[src/rtl/core/rc4_pkg.sv]
package rc4_pkg;

  // permutation geometry
  localparam int STATE_SIZE = 256;
  localparam int IDX_W      = $clog2(STATE_SIZE);

  // key and draw sizes
  localparam int KEY_BYTES  = 8;
  localparam int KEY_SEL_W  = $clog2(KEY_BYTES);
  localparam int DATA_W     = 64;
  localparam int COUNT_W    = 4;
  localparam logic [COUNT_W-1:0] MAX_DRAW = COUNT_W'(8);

  // action codes
  localparam logic ACT_RESEED = 1'b0;
  localparam logic ACT_DRAW   = 1'b1;

  // write and read request to the permutation memory
  typedef struct packed {
    logic             we;
    logic [IDX_W-1:0] waddr;
    logic [IDX_W-1:0] wdata;
    logic [IDX_W-1:0] raddr;
  } mem_req_t;

endpackage

[src/rtl/core/rc4_req_if.sv]
interface rc4_req_if;
  logic                               valid;
  logic                               ready;
  logic                               action;
  logic [rc4_pkg::DATA_W-1:0]         seed_value;
  logic [rc4_pkg::COUNT_W-1:0]        byte_count;

  modport source (output valid, output action, output seed_value, output byte_count,
                  input ready);
  modport sink   (input valid, input action, input seed_value, input byte_count,
                  output ready);
endinterface

[src/rtl/core/rc4_rsp_if.sv]
interface rc4_rsp_if;
  logic                       valid;
  logic                       ready;
  logic [rc4_pkg::DATA_W-1:0] random_value;

  modport source (output valid, output random_value, input ready);
  modport sink   (input valid, input random_value, output ready);
endinterface

[src/rtl/core/rc4_keystream_generator.sv]
// RC4 keystream generator. The 256-byte permutation sits in one synchronous
// single-read, single-write memory, and every read of it goes through that
// one read port, which sets the timing. A draw of n bytes (1 to 8, larger
// counts saturate to 8) runs through the states D_RJ, D_SW, D_RT and D_ACC
// for each byte: each byte reads S[i], reads S[j], writes S[i] and then S[j]
// for the swap, the second write while reading S[S[i]+S[j]], with forwarding
// of the swapped entries. A draw of zero bytes returns a zero word. A reseed
// runs a pass that loads the identity into all 256 entries, then the 256
// key-schedule steps, each through the states K_RK, K_RA, K_W1 and K_W2;
// it returns no word. Before the first reseed the permutation reads as
// zeros, so draws return zero. One item is worked at a time; a finished
// word waits in the output register while the next item is taken.
module rc4_keystream_generator (
  input  logic      clk,
  input  logic      rst,
  rc4_req_if.sink   req,
  rc4_rsp_if.source rsp
);

  rc4_pkg::mem_req_t         mem_req;
  logic [rc4_pkg::IDX_W-1:0] rdata;

  // sequencer for key schedule and output steps
  rc4_ctrl u_ctrl (
    .clk     (clk),
    .rst     (rst),
    .req     (req),
    .rsp     (rsp),
    .mem_req (mem_req),
    .rdata   (rdata)
  );

  // permutation store
  rc4_perm_ram u_ram (
    .clk     (clk),
    .mem_req (mem_req),
    .rdata   (rdata)
  );

endmodule

[src/rtl/core/rc4_perm_ram.sv]
module rc4_perm_ram (
  input  logic                            clk,
  input  rc4_pkg::mem_req_t               mem_req,
  output logic [rc4_pkg::IDX_W-1:0]       rdata
);

  logic [rc4_pkg::IDX_W-1:0] mem [rc4_pkg::STATE_SIZE];

  // write port
  always_ff @(posedge clk) begin
    if (mem_req.we) begin
      mem[mem_req.waddr] <= mem_req.wdata;
    end
  end

  // registered read port
  always_ff @(posedge clk) begin
    rdata <= mem[mem_req.raddr];
  end

endmodule

[src/rtl/core/rc4_ctrl.sv]
module rc4_ctrl (
  input  logic                      clk,
  input  logic                      rst,
  rc4_req_if.sink                   req,
  rc4_rsp_if.source                 rsp,
  output rc4_pkg::mem_req_t         mem_req,
  input  logic [rc4_pkg::IDX_W-1:0] rdata
);

  typedef enum logic [9:0] {
    ST_IDLE  = 10'b00_0000_0001,
    ST_FILL  = 10'b00_0000_0010,
    ST_K_RK  = 10'b00_0000_0100,
    ST_K_RA  = 10'b00_0000_1000,
    ST_K_W1  = 10'b00_0001_0000,
    ST_K_W2  = 10'b00_0010_0000,
    ST_D_RJ  = 10'b00_0100_0000,
    ST_D_SW  = 10'b00_1000_0000,
    ST_D_RT  = 10'b01_0000_0000,
    ST_D_ACC = 10'b10_0000_0000
  } state_t;

  state_t                        state, state_next;
  logic                          seeded;
  logic                          post;
  logic [rc4_pkg::IDX_W-1:0]     idx_i, idx_j, k, a, b;
  logic                          use_a, use_b;
  logic [rc4_pkg::DATA_W-1:0]    seed;
  logic [rc4_pkg::DATA_W-1:0]    value;
  logic [rc4_pkg::COUNT_W-1:0]   cnt;
  logic                          out_valid;
  logic [rc4_pkg::DATA_W-1:0]    out_data;

  logic [rc4_pkg::IDX_W-1:0]     rd;
  logic [rc4_pkg::IDX_W-1:0]     kb;
  logic [rc4_pkg::IDX_W-1:0]     i_inc, j_draw, j_key, t_sum, c_byte;
  logic [rc4_pkg::COUNT_W-1:0]   cnt_sat;
  logic                          out_free;
  logic                          accept;

  // memory reads as zero until the first reseed
  assign rd      = seeded ? rdata : '0;
  assign kb      = seed[{k[rc4_pkg::KEY_SEL_W-1:0], 3'b000} +: rc4_pkg::IDX_W];
  assign i_inc   = rc4_pkg::IDX_W'(idx_i + 1'b1);
  assign j_draw  = rc4_pkg::IDX_W'(idx_j + rd);
  assign j_key   = rc4_pkg::IDX_W'(idx_j + rd + kb);
  assign t_sum   = rc4_pkg::IDX_W'(a + b);
  assign c_byte  = use_a ? a : (use_b ? b : rd);
  assign cnt_sat = (req.byte_count > rc4_pkg::MAX_DRAW) ? rc4_pkg::MAX_DRAW : req.byte_count;

  assign out_free  = !out_valid || rsp.ready;
  assign req.ready = (state == ST_IDLE) && !post;
  assign accept    = req.valid && req.ready;

  assign rsp.valid        = out_valid;
  assign rsp.random_value = out_data;

  // memory access and next state
  always_comb begin
    state_next    = state;
    mem_req.we    = 1'b0;
    mem_req.waddr = k;
    mem_req.wdata = k;
    mem_req.raddr = i_inc;
    unique case (state)
      ST_IDLE: begin
        if (accept) begin
          if (req.action == rc4_pkg::ACT_RESEED) begin
            state_next = ST_FILL;
          end else if (cnt_sat != '0) begin
            state_next = ST_D_RJ;
          end
        end
      end
      ST_FILL: begin
        mem_req.we = 1'b1;
        if (k == '1) begin
          state_next = ST_K_RK;
        end
      end
      ST_K_RK: begin
        mem_req.raddr = k;
        state_next    = ST_K_RA;
      end
      ST_K_RA: begin
        mem_req.raddr = j_key;
        state_next    = ST_K_W1;
      end
      ST_K_W1: begin
        mem_req.we    = 1'b1;
        mem_req.waddr = k;
        mem_req.wdata = rd;
        state_next    = ST_K_W2;
      end
      ST_K_W2: begin
        mem_req.we    = 1'b1;
        mem_req.waddr = idx_j;
        mem_req.wdata = a;
        state_next    = (k == '1) ? ST_IDLE : ST_K_RK;
      end
      ST_D_RJ: begin
        mem_req.raddr = j_draw;
        state_next    = ST_D_SW;
      end
      ST_D_SW: begin
        mem_req.we    = 1'b1;
        mem_req.waddr = idx_i;
        mem_req.wdata = rd;
        state_next    = ST_D_RT;
      end
      ST_D_RT: begin
        mem_req.we    = 1'b1;
        mem_req.waddr = idx_j;
        mem_req.wdata = a;
        mem_req.raddr = t_sum;
        state_next    = ST_D_ACC;
      end
      ST_D_ACC: begin
        state_next = (cnt == rc4_pkg::COUNT_W'(1)) ? ST_IDLE : ST_D_RJ;
      end
      default: begin
        state_next = ST_IDLE;
      end
    endcase
  end

  // control registers
  always_ff @(posedge clk) begin
    if (rst) begin
      state     <= ST_IDLE;
      seeded    <= 1'b0;
      post      <= 1'b0;
      out_valid <= 1'b0;
      idx_i     <= '0;
      idx_j     <= '0;
    end else begin
      state <= state_next;
      // finished word moves to the output register once it is free
      if (post && out_free) begin
        out_valid <= 1'b1;
        post      <= 1'b0;
      end else if (rsp.ready) begin
        out_valid <= 1'b0;
      end
      unique case (state)
        ST_IDLE: begin
          if (accept && req.action == rc4_pkg::ACT_RESEED) begin
            seeded <= 1'b1;
            idx_j  <= '0;
          end else if (accept && cnt_sat == '0) begin
            post <= 1'b1;
          end
        end
        ST_K_RA: begin
          idx_j <= j_key;
        end
        ST_K_W2: begin
          if (k == '1) begin
            idx_i <= '0;
            idx_j <= '0;
          end
        end
        ST_D_RJ: begin
          idx_i <= i_inc;
          idx_j <= j_draw;
        end
        ST_D_ACC: begin
          if (cnt == rc4_pkg::COUNT_W'(1)) begin
            post <= 1'b1;
          end
        end
        default: begin
        end
      endcase
    end
  end

  // datapath registers
  always_ff @(posedge clk) begin
    if (post && out_free) begin
      out_data <= value;
    end
    unique case (state)
      ST_IDLE: begin
        if (accept) begin
          seed  <= req.seed_value;
          cnt   <= cnt_sat;
          value <= '0;
          k     <= '0;
        end
      end
      ST_FILL: begin
        k <= rc4_pkg::IDX_W'(k + 1'b1);
      end
      ST_K_RA: begin
        a <= rd;
      end
      ST_K_W2: begin
        k <= rc4_pkg::IDX_W'(k + 1'b1);
      end
      ST_D_RJ: begin
        a <= rd;
      end
      ST_D_SW: begin
        b <= rd;
      end
      ST_D_RT: begin
        // swapped entries are forwarded, the i slot only when j misses
        use_a <= (t_sum == idx_j);
        use_b <= (t_sum == idx_i);
      end
      ST_D_ACC: begin
        value <= {value[rc4_pkg::DATA_W-rc4_pkg::IDX_W-1:0], c_byte};
        cnt   <= rc4_pkg::COUNT_W'(cnt - 1'b1);
      end
      default: begin
      end
    endcase
  end

endmodule

[src/flat_wrapper.sv]
// flat-port wrapper written by rule: the top's interface ports become plain ports
module rc4_keystream_generator_flat 
  (clk, rst, req_valid, req_action, req_seed_value, req_byte_count, req_ready, rsp_valid, rsp_random_value, rsp_ready);
  rc4_req_if req_i ();
  rc4_rsp_if rsp_i ();
  input  logic clk;
  input  logic rst;
  input wire logic [$bits(req_i.valid)-1:0] req_valid;
  input wire logic [$bits(req_i.action)-1:0] req_action;
  input wire logic [$bits(req_i.seed_value)-1:0] req_seed_value;
  input wire logic [$bits(req_i.byte_count)-1:0] req_byte_count;
  output wire logic [$bits(req_i.ready)-1:0] req_ready;
  output wire logic [$bits(rsp_i.valid)-1:0] rsp_valid;
  output wire logic [$bits(rsp_i.random_value)-1:0] rsp_random_value;
  input wire logic [$bits(rsp_i.ready)-1:0] rsp_ready;
  assign req_i.valid = req_valid;
  assign req_i.action = req_action;
  assign req_i.seed_value = req_seed_value;
  assign req_i.byte_count = req_byte_count;
  assign req_ready = req_i.ready;
  assign rsp_valid = rsp_i.valid;
  assign rsp_random_value = rsp_i.random_value;
  assign rsp_i.ready = rsp_ready;
  rc4_keystream_generator u_core (.clk(clk), .rst(rst), .req(req_i), .rsp(rsp_i));
endmodule
[config.mk]
export PLATFORM = sky130hd
export DESIGN_NAME = rc4_keystream_generator_flat
export DESIGN_NICKNAME = d
export VERILOG_FILES = /design/src/rtl/core/rc4_pkg.sv /design/src/rtl/core/rc4_req_if.sv /design/src/rtl/core/rc4_rsp_if.sv /design/src/rtl/core/rc4_keystream_generator.sv /design/src/rtl/core/rc4_perm_ram.sv /design/src/rtl/core/rc4_ctrl.sv /design/src/flat_wrapper.sv
export SDC_FILE = /design/constraint.sdc
export NUM_CORES = 2
export LEC_CHECK = 0
export ABC_AREA = 0
export BUFFER_PORTS_ARGS = -buffer_cell sky130_fd_sc_hd__clkbuf_2
export CORE_MARGIN = 3
export CORE_UTILIZATION = 40
export CTS_CLUSTER_DIAMETER = 100
export CTS_CLUSTER_SIZE = 16
export DETAILED_ROUTE_END_ITERATION = 12
export PLACE_DENSITY_LB_ADDON = 0.25
export SYNTH_ARGS = -nofsm -noshare
export SYNTH_HDL_FRONTEND = slang
export SYNTH_SLANG_ARGS = --single-unit
[constraint.sdc]
create_clock -name clk -period 15.55 [get_ports clk]
set_input_delay 3.11 -clock clk [delete_from_list [all_inputs] [get_ports clk]]
set_output_delay 3.11 -clock clk [all_outputs]
set_load 0.01 [all_outputs]
* After elaboration in Yosys (flattened, before gate mapping)
Memories as Yosys holds them, arrays and structs flattened. A register that Yosys moved wholly into a read port is not among the register bits.
Index checks and enable logic that the tools add are counted.
** Cells by class
- Add/sub/neg operators :: 6
- Shifts and indexed selects :: 1
- Multiplexer cells :: 33
- Equal/unequal tests :: 19
- Bitwise gates (word level) :: 1
- Order comparisons :: 1
- Reduce and logical (&&, ||, !) cells :: 26
** Operators by type and width (count)
- $pmux W64 S2 :: 1
- $pmux W10 S10 :: 1
- $mux W64 :: 1
- $pmux W8 S4 :: 2
- $shiftx A64 B7 Y8 :: 1
- $mux W8 :: 6
- $pmux W16 S3 :: 1
- $mux W10 :: 4
- $pmux W8 S2 :: 2
- $add A8 B8 Y8 :: 3
- $add A8 B1 Y8 const B :: 2
- $eq A8 B8 Y1 :: 2
- $eq A10 B1 Y1 const B :: 1
- $eq A10 B10 Y1 const B :: 1
- $eq A10 B2 Y1 const B :: 1
- $eq A10 B3 Y1 const B :: 1
- $eq A10 B4 Y1 const B :: 1
- $eq A10 B5 Y1 const B :: 1
- $eq A10 B6 Y1 const B :: 1
- $eq A10 B7 Y1 const B :: 1
- $eq A10 B8 Y1 const B :: 1
- $eq A10 B9 Y1 const B :: 1
- $reduce_and A2 Y1 :: 5
- $mux W1 :: 9
- other kinds (22) :: 37
** Word-level totals
- Memory bits (writable) :: 2048
- Memories :: 1
- Flip-flop bits (word level) :: 251
- Output and inout bits :: 66
- Logic and storage cells :: 103
- Bits of input ports :: 73
** Memories
- u_core.u_ram.mem :: words 256, width 8, read ports 1, clocked after Yosys merged registers in 1, wr ports 1, line rc4_perm_ram.sv:7 : logic [rc4_pkg::IDX_W-1:0] mem [rc4_pkg::STATE_SIZE];

* Logic depth before layout (Yosys ltp)
- Depth after elaboration :: 7
- Depth in mapped cells :: 21
- Gate-level depth less buffers :: 19

* By module
From an unflattened synthesis, not the netlist that was laid out.
** Unflattened totals
- Cell total of the unflattened synthesis :: 4551
- Area total of the unflattened synthesis :: 90535.6 sq um
** By module, submodules not included
- rc4_perm_ram :: times used 1, cells each 3733, area each 79556.3 sq um
- rc4_ctrl :: times used 1, cells each 818, area each 10979.3 sq um

* Least setup slack after synthesis
Ideal clock, no wire load.
- Path type :: input -> register
- Start point :: input port rsp_ready
- End point :: register u_core.u_ctrl.out_data, in the netlist u_core.u_ctrl.rsp.random_value[0], enable pin
- Stages on the path :: 2
- Data arrival time :: 6.024 ns
- Buffers on the path :: 0
- Slack :: 9.032 ns
- Cells stage by stage :: nor2b_1 > nor2b_1
** On the way
- Cells in the longest elaborated chain, start to end :: 2
** Ends and longest elaborated chain
- start, declared :: line flat_wrapper.sv:15 : input wire logic [$bits(rsp_i.ready)-1:0] rsp_ready;
- $logic_or A1 B1 Y1 :: line rc4_ctrl.sv:51 : assign out_free = !out_valid || rsp.ready;
- $logic_and A1 B1 Y1 :: line rc4_ctrl.sv:180 : if (post && out_free) begin
- end signal, assigned :: line rc4_ctrl.sv:181 : out_data <= value;
- end, declared :: line rc4_ctrl.sv:32 : logic [rc4_pkg::DATA_W-1:0] out_data;
No other way between the ends.
A chain may end at the register's enable or synchronous reset.

* Worst setup path in the final report
- Start point :: register u_core.u_ctrl.k[0] (netlist bit)
- End point :: register u_core.u_ram.rdata[1] (netlist bit), read port of u_core.u_ram.mem
** On the way
- Cells in the longest elaborated chain, start to end :: 3
** Ends and longest elaborated chain
- start, declared :: line rc4_ctrl.sv:26 : logic [rc4_pkg::IDX_W-1:0] idx_i, idx_j, k, a, b;
- start signal, assigned :: line rc4_ctrl.sv:193 : k <= rc4_pkg::IDX_W'(k + 1'b1);
- start signal, assigned :: line rc4_ctrl.sv:199 : k <= rc4_pkg::IDX_W'(k + 1'b1);
- $shiftx A64 B7 Y8 :: line rc4_ctrl.sv:43 : assign kb = seed[{k[rc4_pkg::KEY_SEL_W-1:0], 3'b000} +: rc4_pkg::IDX_W];
- $add A8 B8 Y8 :: line rc4_ctrl.sv:46 : assign j_key = rc4_pkg::IDX_W'(idx_j + rd + kb);
- $pmux W8 S4 (*) :: line rc4_ctrl.sv:65 : unique case (state)
- end, declared :: line rc4_perm_ram.sv:4 : output logic [rc4_pkg::IDX_W-1:0] rdata
Mark *: on every way between the ends. The rest lies on a longest branch, timed or not.

==> summary.txt <==
most common cell in the netlist: edfxtp_1
RR Endpoint: u_core.u_ram.rdata[1]$_DFF_P_
vias in the first global route: 54.4k
pwr dens: 114 nW/um2
Initial Utilization: 0.403
DRT iter0 DRCs: 8698
clock slew seen by the registers of the worst setup and hold paths: 0.08 ns
Area contributors post-synth: edfxtp_1 73%, nand2_1 5.4%, nand3_1 2.9%
Synth-to-Final Area Change: 8.99%
highest clock rate: 0.126 GHz
Worst Path Max Fanout: 31
num rows: 176
Post-Syn Nets: 6578
Tcrit/Tclk final: 0.510
slowest stage cell on the critical path: nor4bb_1
layout filler cell count: 20.5k
Critical Path RT: 16.21 ns
reg2reg start: u_core.u_ctrl.k[0]$_SDFFCE_PN0P_
Ys Warns: 0
Reg area: 68900 um2
share of post-route cells with drive strength above 1: 0.0959
CP Cell Sequence: buf_4 -> mux4_2 -> mux2i_1 -> inv_1 -> ha_1 -> and3_1 -> or3_1 -> and3_1 -> a211oi_1 -> a21o_4 -> buf_4 -> nor3_1 -> buf_4 -> nand4_1 -> o31ai_1 -> or4_1 -> a21oi_1 -> nor4bb_1
CP bufs+invs: 4
clock sinks: 2307
vias: 57.9k
GRT Resource Usage Total: 0.245
most used cell along the critical path: buf_4
IO Pins: 139
Max Cap Viol: 0
cell area after synthesis: 92800 um2
VDD IR max: 0.0936 mV
Worst Path Class, Setup: reg2reg
ys async rst share: 0
Seq/Total Area, Yosys: 0.742
post-layout util: 0.439
Setup Fix Bufs, Post-CTS: 0
# setup viols final: 0
final hold violations: 0
CP top delay family: simple AND/OR/NAND/NOR gates
top cell type's share of synthesized area: 0.734
Setup TNS: 0 ns
Hold/Removal Path Class: reg2reg
post-route ant nets: 0
CP max stage delay: 0.81 ns
pin count of the biggest net entering global routing: 185
Die W: 488 um
Multi-input gate area: 22000 um2
Synth area leader: edfxtp_1
Root Buffer: clkbuf_16
Resize count post-CTS: 0
CP startpoint: u_core.u_ctrl.k[0]$_SDFFCE_PN0P_
Synth Flop Type: edfxtp_1
worst-margin pin slew: 1.35 ns
CTS tree: built
max-slew violation count: 0
global-route wire length before repair: 418000 um
Die Area: 238000 um2
synthesized area per cell: 14.3 um2
Post-synth EDFFs: 2270
Max Buffers Root-to-Sink: 3
Post-Synthesis Cells: 6477
cts hold-fix bufs: 0
Worst Reg-to-Reg Cells: 18
RSZ-0062 raised after global routing: false
WL per Instance: 31.0 um
critical path depth: 18
unique cell type count in the Yosys netlist: 89
register-to-register setup slack: 7.62 ns
Final GP Congestion: 0.920
synth cell count leaders: 2270 x edfxtp_1, 1346 x nand2_1, 532 x nand3_1
DR vias/cell: 6.04
Post-Place Cells: 9378
initial antenna violation count: 16
crit end category: flip-flop
Residual DRC: 0
Rel. slew slack: 0.0950
Final Non-Filler Cells: 9591
Nets: 6618
Clk Latency, worst-skew pair: 0.85 ns
Initial DRT Pass Iterations: 8
Leakage Power: 32.2 nW
Routed WL: 298000 um
FF+latch count, synth: 2307
crit path DAT: 8.59 ns
crit path to: u_core.u_ram.rdata[1]$_DFF_P_
Core Box Area: 230000 um2
TritonCTS Buffers: 163
number of I/O port buffers: 138
H-tree levels: 4
minimum clock period: 7.93 ns
crit path launch type: flip-flop
total gr overflow: 0
final setup skew: 0.0378 ns
Die Y: 488 um
detailed placement HPWL: 182000 um
outcome: finished, final reports clean
==> cell families after synthesis <==
family                   count (synthesis)  share of synthesized area
AND/OR/NAND/NOR                       2630                      0.124
flip-flops                            2307                      0.742
AO/OA/AOI/OAI                          725                     0.0543
buffers and inverters                  426                     0.0237
multiplexers                           319                     0.0477
XOR/XNOR                                42                    0.00396
adder cells (fa/ha/maj)                 28                    0.00402
==> worst min path at each step <==
stage	from	to	slack, ns	cells after the start
2_1_floorplan	u_core.u_ctrl.value[56]$_SDFFCE_PN0P_	u_core.u_ctrl.rsp.random_value[56]$_DFFE_PP_	0.40	0
3_3_place_gp	u_core.u_ctrl.value[57]$_SDFFCE_PN0P_	u_core.u_ctrl.rsp.random_value[57]$_DFFE_PP_	0.40	0
3_5_place_dp	u_core.u_ctrl.value[57]$_SDFFCE_PN0P_	u_core.u_ctrl.rsp.random_value[57]$_DFFE_PP_	0.40	0
4_1_cts	u_core.u_ctrl.value[57]$_SDFFCE_PN0P_	u_core.u_ctrl.rsp.random_value[57]$_DFFE_PP_	0.40	0
5_1_grt	u_core.u_ctrl.value[57]$_SDFFCE_PN0P_	u_core.u_ctrl.rsp.random_value[57]$_DFFE_PP_	0.41	0
6_report	u_core.u_ctrl.value[57]$_SDFFCE_PN0P_	u_core.u_ctrl.rsp.random_value[57]$_DFFE_PP_	0.40	0
==> per-layer routing <==
layer | up-vias | track usage | routed length [um]
met2 | 3485 | 0.375 | 134000
met5 | - | 0 | 22
met4 | 4 | 0.105 | 14700
met3 | 592 | 0.0480 | 31000
met1 | 29385 | 0.341 | 118000
li1 | 24444 | - | -
==> through the flow <==
| step | area [um2] | setup WS, ns | power [mW] | hold slack [ns] |
|---|---|---|---|---|
| finish | 101000 | 7.62 | 11.6 | 0.399 |
| global route | 101000 | 7.67 | 11.8 | 0.408 |
| CTS | 101000 | 7.94 | 11.6 | 0.401 |
| detailed placement | 96700 | 7.99 | 7.62 | 0.405 |
| global placement | 96700 | 8.05 | 7.61 | 0.402 |
| floorplan | 92800 | 9.03 | 7.41 | 0.400 |
==> state kept, by name, summed over array words and instances (netlist names) <==
name and flops:
u_core.u_ctrl.a 8, u_core.u_ctrl.b 8, u_core.u_ctrl.cnt 4, u_core.u_ctrl.idx_i 8, u_core.u_ctrl.idx_j 8, u_core.u_ctrl.k 8, u_core.u_ctrl.post 1, u_core.u_ctrl.rsp.random_value 64
u_core.u_ctrl.rsp.valid 1, u_core.u_ctrl.seed 64, u_core.u_ctrl.seeded 1, u_core.u_ctrl.state 10, u_core.u_ctrl.use_a 1, u_core.u_ctrl.use_b 1, u_core.u_ctrl.value 64, u_core.u_ram.mem 2048
u_core.u_ram.rdata 8
==> area by class of cell <==
type,count,area share
clock buffers,193,0.0419
flip-flops and latches,2307,0.681
repair buffers,280,0.0186
well taps,3026,0.0374
diodes,5,0.000124
inverters,21,0.000779
multi-input cells,3744,0.218
clock inverters,15,0.00247
==> report_power, final <==
part	switching, mW	internal (mW)
combinational	0.417	0.120
clock	2.13	1.94
sequential	0.0210	6.93
==> placed cells by master, fill, tap and decap left out, drive strengths merged, types with 14 or more instances in the layout <==
cell	count
a211oi	22
nor3	48
edfxtp	2270
o22ai	36
a21oi	192
o21ai	60
a32oi	98
nand4	71
xnor2	25
o211ai	48
clkbuf	331
mux4	97
xor2	17
dfxtp	37
buf	142
a311oi	34
nand3b	14
ha	25
nor4	24
a221o	14
mux2i	216
nor2	382
a31oi	79
and3	84
nand2	1347
and2	68
a22oi	21
inv	32
nand3	532
Note: power is estimated with default switching activity, not from simulation.
